### src/xsgc_pkg.sv
// Shared constants and helpers for the XYZ to linear sRGB converter.
// No dependencies; used by the core and its checker.
package xsgc_pkg;

   localparam int IN_WIDTH_DEF       = 24;
   localparam int COEF_FRAC_BITS_DEF = 16;
   localparam int OUT_WIDTH          = 28;

   // Channel fraction bits (input and output are both .20)
   localparam int CH_FRAC_BITS = 20;

   // Matrix coefficients in units of 1e-7, row major (R, G, B rows; X, Y, Z columns)
   localparam longint DEC_SCALE = 64'sd10000000;
   localparam longint COEF_DEC [9] = '{
       64'sd32404542, -64'sd15371385,  -64'sd4985314,
       -64'sd9692660,  64'sd18760108,    64'sd415560,
         64'sd556434,  -64'sd2040259,  64'sd10572252
   };

   // Fixed-point coefficient, magnitude rounded half away from zero
   function automatic longint qcoef(input longint k, input int frac);
      longint mag;
      longint q;
      mag = (k < 0) ? -k : k;
      q   = ((mag <<< frac) + DEC_SCALE / 2) / DEC_SCALE;
      return (k < 0) ? -q : q;
   endfunction

endpackage

### src/xyz_to_srgb_gamut_clamp_core.sv
// Accepts one request per cycle while the output is not stalled by rsp_ready.
// Five register stages: input, matrix products, rounded row sums, min/clamp amount,
// saturated output. Each stage fills bubbles independently, so a stalled result does not
// block new requests while earlier stages are empty.
// Reset: synchronous, active high; clears stage valids and sets clamp enable to 1.
// Depends on xsgc_pkg.
module xyz_to_srgb_gamut_clamp_core #(
   parameter int IN_WIDTH       = xsgc_pkg::IN_WIDTH_DEF,
   parameter int COEF_FRAC_BITS = xsgc_pkg::COEF_FRAC_BITS_DEF
) (
   input  logic                                  clock,
   input  logic                                  reset,
   input  logic                                  csr_wr_en,
   input  logic                                  csr_wr_data,
   input  logic                                  req_valid,
   output logic                                  req_ready,
   input  logic signed [IN_WIDTH-1:0]            req_in_x,
   input  logic signed [IN_WIDTH-1:0]            req_in_y,
   input  logic signed [IN_WIDTH-1:0]            req_in_z,
   output logic                                  rsp_valid,
   input  logic                                  rsp_ready,
   output logic signed [xsgc_pkg::OUT_WIDTH-1:0] rsp_out_r,
   output logic signed [xsgc_pkg::OUT_WIDTH-1:0] rsp_out_g,
   output logic signed [xsgc_pkg::OUT_WIDTH-1:0] rsp_out_b,
   output logic                                  rsp_out_of_gamut
);

   localparam int OW   = xsgc_pkg::OUT_WIDTH;
   localparam int CW   = COEF_FRAC_BITS + 3;
   localparam int PW   = CW + IN_WIDTH;
   localparam int SUMW = PW + 2;
   localparam int CHW  = SUMW - COEF_FRAC_BITS;
   localparam int DW   = CHW + 1;
   localparam int WW   = (DW > OW) ? DW : OW;
   localparam logic signed [SUMW-1:0] HALF_LSB = SUMW'(longint'(1) <<< (COEF_FRAC_BITS - 1));
   localparam logic signed [WW-1:0]   SAT_HI   = WW'((longint'(1) <<< (OW - 1)) - 1);
   localparam logic signed [WW-1:0]   SAT_LO   = WW'(-(longint'(1) <<< (OW - 1)));

   // Stage enables
   logic en_a, en_b, en_c, en_d, en_e;
   logic vld_a_ff, vld_b_ff, vld_c_ff, vld_d_ff, vld_e_ff;

   logic clamp_en_ff;

   logic signed [IN_WIDTH-1:0] xyz_ff [3];
   logic signed [PW-1:0]       prod_in [9];
   logic signed [PW-1:0]       prod_ff [9];
   logic signed [CHW-1:0]      ch_in [3];
   logic signed [CHW-1:0]      ch_c_ff [3];
   logic signed [CHW-1:0]      ch_d_ff [3];
   logic signed [CHW-1:0]      min_val;
   logic signed [CHW-1:0]      sub_in;
   logic signed [CHW-1:0]      sub_ff;
   logic                       oog_in;
   logic                       oog_d_ff;
   logic signed [OW-1:0]       out_in [3];
   logic signed [OW-1:0]       out_ff [3];
   logic                       oog_e_ff;

   assign en_e = !vld_e_ff || rsp_ready;
   assign en_d = !vld_d_ff || en_e;
   assign en_c = !vld_c_ff || en_d;
   assign en_b = !vld_b_ff || en_c;
   assign en_a = !vld_a_ff || en_b;
   assign req_ready = en_a;

   always_ff @(posedge clock) begin
      if (reset) begin
         clamp_en_ff <= 1'b1;
         vld_a_ff    <= 1'b0;
         vld_b_ff    <= 1'b0;
         vld_c_ff    <= 1'b0;
         vld_d_ff    <= 1'b0;
         vld_e_ff    <= 1'b0;
      end else begin
         if (csr_wr_en) begin
            clamp_en_ff <= csr_wr_data;
         end
         if (en_a) vld_a_ff <= req_valid;
         if (en_b) vld_b_ff <= vld_a_ff;
         if (en_c) vld_c_ff <= vld_b_ff;
         if (en_d) vld_d_ff <= vld_c_ff;
         if (en_e) vld_e_ff <= vld_d_ff;
      end
   end

   // Stage A: input register
   always_ff @(posedge clock) begin
      if (en_a && req_valid) begin
         xyz_ff[0] <= req_in_x;
         xyz_ff[1] <= req_in_y;
         xyz_ff[2] <= req_in_z;
      end
   end

   // Stage B: one multiplier per matrix entry
   for (genvar g = 0; g < 9; g++) begin : g_mult
      localparam logic signed [CW-1:0] K =
         CW'(xsgc_pkg::qcoef(xsgc_pkg::COEF_DEC[g], COEF_FRAC_BITS));
      assign prod_in[g] = PW'(xyz_ff[g % 3]) * PW'(K);
   end

   always_ff @(posedge clock) begin
      if (en_b) begin
         prod_ff <= prod_in;
      end
   end

   // Stage C: row sums, round half up back to .20
   always_comb begin
      logic signed [SUMW-1:0] sum;
      for (int i = 0; i < 3; i++) begin
         sum = SUMW'(prod_ff[3*i]) + SUMW'(prod_ff[3*i+1]) + SUMW'(prod_ff[3*i+2]) + HALF_LSB;
         ch_in[i] = sum[SUMW-1:COEF_FRAC_BITS];
      end
   end

   always_ff @(posedge clock) begin
      if (en_c) begin
         ch_c_ff <= ch_in;
      end
   end

   // Stage D: smallest channel decides gamut flag and shift toward white
   always_comb begin
      min_val = ch_c_ff[0];
      if (ch_c_ff[1] < min_val) min_val = ch_c_ff[1];
      if (ch_c_ff[2] < min_val) min_val = ch_c_ff[2];
      oog_in = min_val[CHW-1];
      sub_in = (oog_in && clamp_en_ff) ? min_val : '0;
   end

   always_ff @(posedge clock) begin
      if (en_d) begin
         ch_d_ff  <= ch_c_ff;
         sub_ff   <= sub_in;
         oog_d_ff <= oog_in;
      end
   end

   // Stage E: apply clamp, saturate to Q7.20
   always_comb begin
      logic signed [DW-1:0] diff;
      logic signed [WW-1:0] wide;
      for (int i = 0; i < 3; i++) begin
         diff = DW'(ch_d_ff[i]) - DW'(sub_ff);
         wide = WW'(diff);
         if (wide > SAT_HI) begin
            out_in[i] = OW'(SAT_HI);
         end else if (wide < SAT_LO) begin
            out_in[i] = OW'(SAT_LO);
         end else begin
            out_in[i] = OW'(wide);
         end
      end
   end

   always_ff @(posedge clock) begin
      if (en_e) begin
         out_ff   <= out_in;
         oog_e_ff <= oog_d_ff;
      end
   end

   assign rsp_valid        = vld_e_ff;
   assign rsp_out_r        = out_ff[0];
   assign rsp_out_g        = out_ff[1];
   assign rsp_out_b        = out_ff[2];
   assign rsp_out_of_gamut = oog_e_ff;

endmodule

### config.mk
export PLATFORM = sky130hd
export DESIGN_NAME = xyz_to_srgb_gamut_clamp_core
export DESIGN_NICKNAME = d
export VERILOG_FILES = /design/src/xsgc_pkg.sv /design/src/xyz_to_srgb_gamut_clamp_core.sv
export SDC_FILE = /design/constraint.sdc
export NUM_CORES = 2
export LEC_CHECK = 0
export ABC_CLOCK_PERIOD_IN_PS = 13700
export BUFFER_PORTS_ARGS = -buffer_cell sky130_fd_sc_hd__clkbuf_2
export CORE_ASPECT_RATIO = 2
export CORE_UTILIZATION = 45
export DETAILED_ROUTE_END_ITERATION = 8
export GPL_TIMING_DRIVEN = 0
export HOLD_SLACK_MARGIN = 0.02
export PLACE_DENSITY = 0.65
export SYNTH_ARGS = -nofsm -noshare
export SYNTH_HDL_FRONTEND = slang
export SYNTH_SLANG_ARGS = --single-unit
### constraint.sdc
create_clock -name clock -period 13.7 [get_ports clock]
set_clock_uncertainty 0.15 [all_clocks]
set_input_delay 2.055 -clock clock [delete_from_list [all_inputs] [get_ports clock]]
set_output_delay 2.055 -clock clock [all_outputs]
set_load 0.03 [all_outputs]
==> impl_metrics.tcl <==
set metrics [dict create \
    status "finished, violations left" \
    violations "max-capacitance violations, max-slew violations" \
    syn_area_per_cell_sq_um 10.5 \
    core_area_sq_mm 0.201 \
    use_met1 0.269 \
    end_kind "register" \
    placed_area_sq_mm 0.0955 \
    rr_worst_depth 25 \
    overflow 0 \
    cts_buffer_depth 3 \
    met2_usage 0.584 \
    worst_slack_ns 3.72 \
    die_w_um 320 \
    synthFlopType "edfxtp_1" \
    drc 0 \
    fin_nets 11600 \
    cp_max_fo 10 \
    synth_cells 8632 \
    cts.clk_slew.worst_paths_ns 0.07 \
    dp_slack_ns 4.07 \
    wl_per_cell_um 27.4 \
    met3_usage 0.0383 \
    ctsHtreeMaxLevel 3 \
    cts_tree "done" \
    worst_pin_slew_ns 1.59 \
    cts_buffers 76 \
    worstPathRequired_ns 13.97 \
    cts-resized-gates 0 \
    drtPass1Iterations 6 \
    gp_congestion 1.05 \
    cts_hold_buf 0 \
    ys_seq_area_frac 0.231 \
    hold_viol 0 \
    synth_commonest_cells "inv_1, ha_1, fa_1, edfxtp_1, a21oi_1" \
    arrival_ns 10.24 \
    synth_cell_types 89 \
    start_kind "register" \
    grt_usage 0.315 \
    synth_largest_area_cell "fa_1" \
    grt_max_degree 78 \
    finalWirelength_um 316000 \
    ant_nets 0 \
    n_fill_cell 18500 \
    syn_area_sq_mm 0.0910 \
    maxSlewViolCount 7 \
    die_h_um 638 \
    yosys_warnings 0 \
    max_clock_freq_mhz 100 \
    ys_ff_latch 702 \
    cts-root-buf "clkbuf_16" \
    r2r-start "ch_c_ff[72]$_DFFE_PP_" \
    cts_sinks 702 \
    grt_pass1_wl_um 453000 \
    synthTopCellsByArea "fa_1, edfxtp_1, ha_1" \
    portBuffers 164 \
    final_area_sq_mm 0.0983 \
    post-dp-hpwl_um 275000 \
    setup_viol 0 \
    globalRoute.busiestLayer "met2" \
    rsz0062_at_grt "no" \
    start_util 0.452 \
    syn_nets 11300 \
    rows 233 \
    period_minus_slack_ns 9.98 \
    r2r_end "sub_ff[2]$_SDFFCE_PN0P_" \
    slew_headroom -0.0707 \
    yosysMostFrequentCell "inv_1" \
    die_area_sq_mm 0.204 \
    drt_iter0_markers 3558 \
    grt_antenna_before_repair 17 \
    syn2layout_area_growth_pct 8.01 \
    netlist.area_leader.share 0.273 \
    r2r_setup_slack_ns 3.72 \
    drive_gt1_frac 0.0429 \
    finalCritPeriodShare 0.728 \
    grt_pass1_vias 68900 \
    regArea_sq_mm 0.0210 \
    clk_latency_ns 0.72 \
    worstHoldEndpoint "rsp_out_of_gamut$_DFFE_PP_" \
    multiInputGateArea_sq_mm 0.0621 \
    via_per_inst 5.52 \
    maxCapViolations 1 \
    vias 63900 \
    synth_edf_count 696 \
    worstHoldStart "oog_d_ff$_DFFE_PP_" \
    cts_post_setup_buffers_inserted 0 \
    min_path_cells 0 \
    async_flop_share 0 \
    hold_path.class "register to register" \
    crit_type "register to register" \
    ioPinCount 165 \
]
metrics by stage:
stage	hold WS [ns]	instances	util	TNS (ns)
after floorplan	0.250	8632	-	0
after global placement	0.291	11400	0.473	-247.66
after detailed placement	0.303	11400	0.475	0
after CTS	0.332	11500	0.488	0
after global routing	0.345	11600	0.488	0
final	0.331	11600	0.489	0
logic make-up after synthesis:
family | Yosys count | synth area share
buffers and inverters | 2110 | 0.0871
AOI/OAI and AO/OA | 1479 | 0.104
muxes | 14 | 0.00157
adders and majority gates | 2612 | 0.462
xor gates and xnor gates | 517 | 0.0498
DFF | 702 | 0.231
and+or+nand+nor | 1198 | 0.0655
worst max-delay path, stage by stage (launching register included):
cell	delay, ns
edfxtp_1	0.51
inv_1	0.11
ha_1	0.31
a21o_1	0.16
a21o_1	0.17
a21oi_1	0.33
nand2_1	0.09
a211oi_1	0.58
o211ai_1	0.27
a21o_1	0.24
nand2_1	0.17
clkbuf_1	0.58
buf_1	0.68
a21oi_1	0.17
ha_1	0.33
a21o_1	0.18
a21o_1	0.16
a21oi_1	0.39
nor2_1	0.30
a311oi_1	0.93
o211ai_1	0.18
a311oi_1	0.44
mux2i_1	0.50
clkbuf_1	0.80
clkbuf_1	0.71
o21ai_0	0.23
per-layer routing:
layer / part of all wire / vias up / wire [um]
li1: - / 29000 / -
met1: 0.29 / 31600 / 92300
met2: 0.53 / 2111 / 166000
met3: 0.038 / 1142 / 11900
met4: 0.15 / 4 / 46100
met5: 0.000066 / - / 21
cell usage in the layout (no fill, tap or decap), types with 23 or more instances in the layout:
cell	n
or2_2	26
xnor2_1	342
nand2b_1	72
o21ai_0	312
nand3_1	121
a31oi_1	70
nand2_1	254
clkbuf_2	165
or3_1	28
xor2_1	172
a211oi_1	43
o21bai_1	64
a21oi_1	429
fa_1	1241
clkbuf_16	79
edfxtp_1	696
diode_2	27
and3_1	43
inv_1	2025
ha_1	1371
o21a_1	59
nor2b_1	73
nor3_1	60
clkbuf_1	83
and2_1	46
a21o_1	264
o211ai_1	23
nand4_1	46
nor2_1	342
flip-flops by register name, indices dropped and copies added, names as in the netlist:
| register | flops |
|---|---|
| prod_ff | 335 |
| ch_c_ff | 87 |
| ch_d_ff | 87 |
| xyz_ff | 72 |
| sub_ff | 29 |
| rsp_out_b | 28 |
| rsp_out_g | 28 |
| rsp_out_r | 28 |
| clamp_en_ff | 1 |
| oog_d_ff | 1 |
| rsp_out_of_gamut | 1 |
| rsp_valid | 1 |
| vld_a_ff | 1 |
| vld_b_ff | 1 |
| vld_c_ff | 1 |
| vld_d_ff | 1 |
final cells by class:
cell class                 instances  share of cell area
antenna                           27            0.000687
buffer                            83             0.00325
clock buffer                      89              0.0205
clock inverter                    48             0.00629
inverter                        2027              0.0775
multi-input combinational       5820               0.632
sequential                       702               0.214
tap                             2585              0.0329
timing repair buffer             183              0.0132
how the worst max path moves through the flow:
stage	slack, ns	startpoint	end
after floorplan	2.97	rsp_ready	prod_ff[100]$_DFFE_PP_
after global placement	-0.80	rsp_ready	prod_ff[358]$_DFFE_PP_
after detailed placement	4.07	ch_c_ff[72]$_DFFE_PP_	sub_ff[5]$_SDFFCE_PN0P_
after CTS	4.03	ch_c_ff[72]$_DFFE_PP_	sub_ff[2]$_SDFFCE_PN0P_
after global routing	3.54	ch_c_ff[72]$_DFFE_PP_	sub_ff[7]$_SDFFCE_PN0P_
final	3.72	ch_c_ff[72]$_DFFE_PP_	sub_ff[2]$_SDFFCE_PN0P_
Power is left out: the tool's default activity adds up to more than one toggle a clock period on the data nets, which glitch-free logic cannot reach.
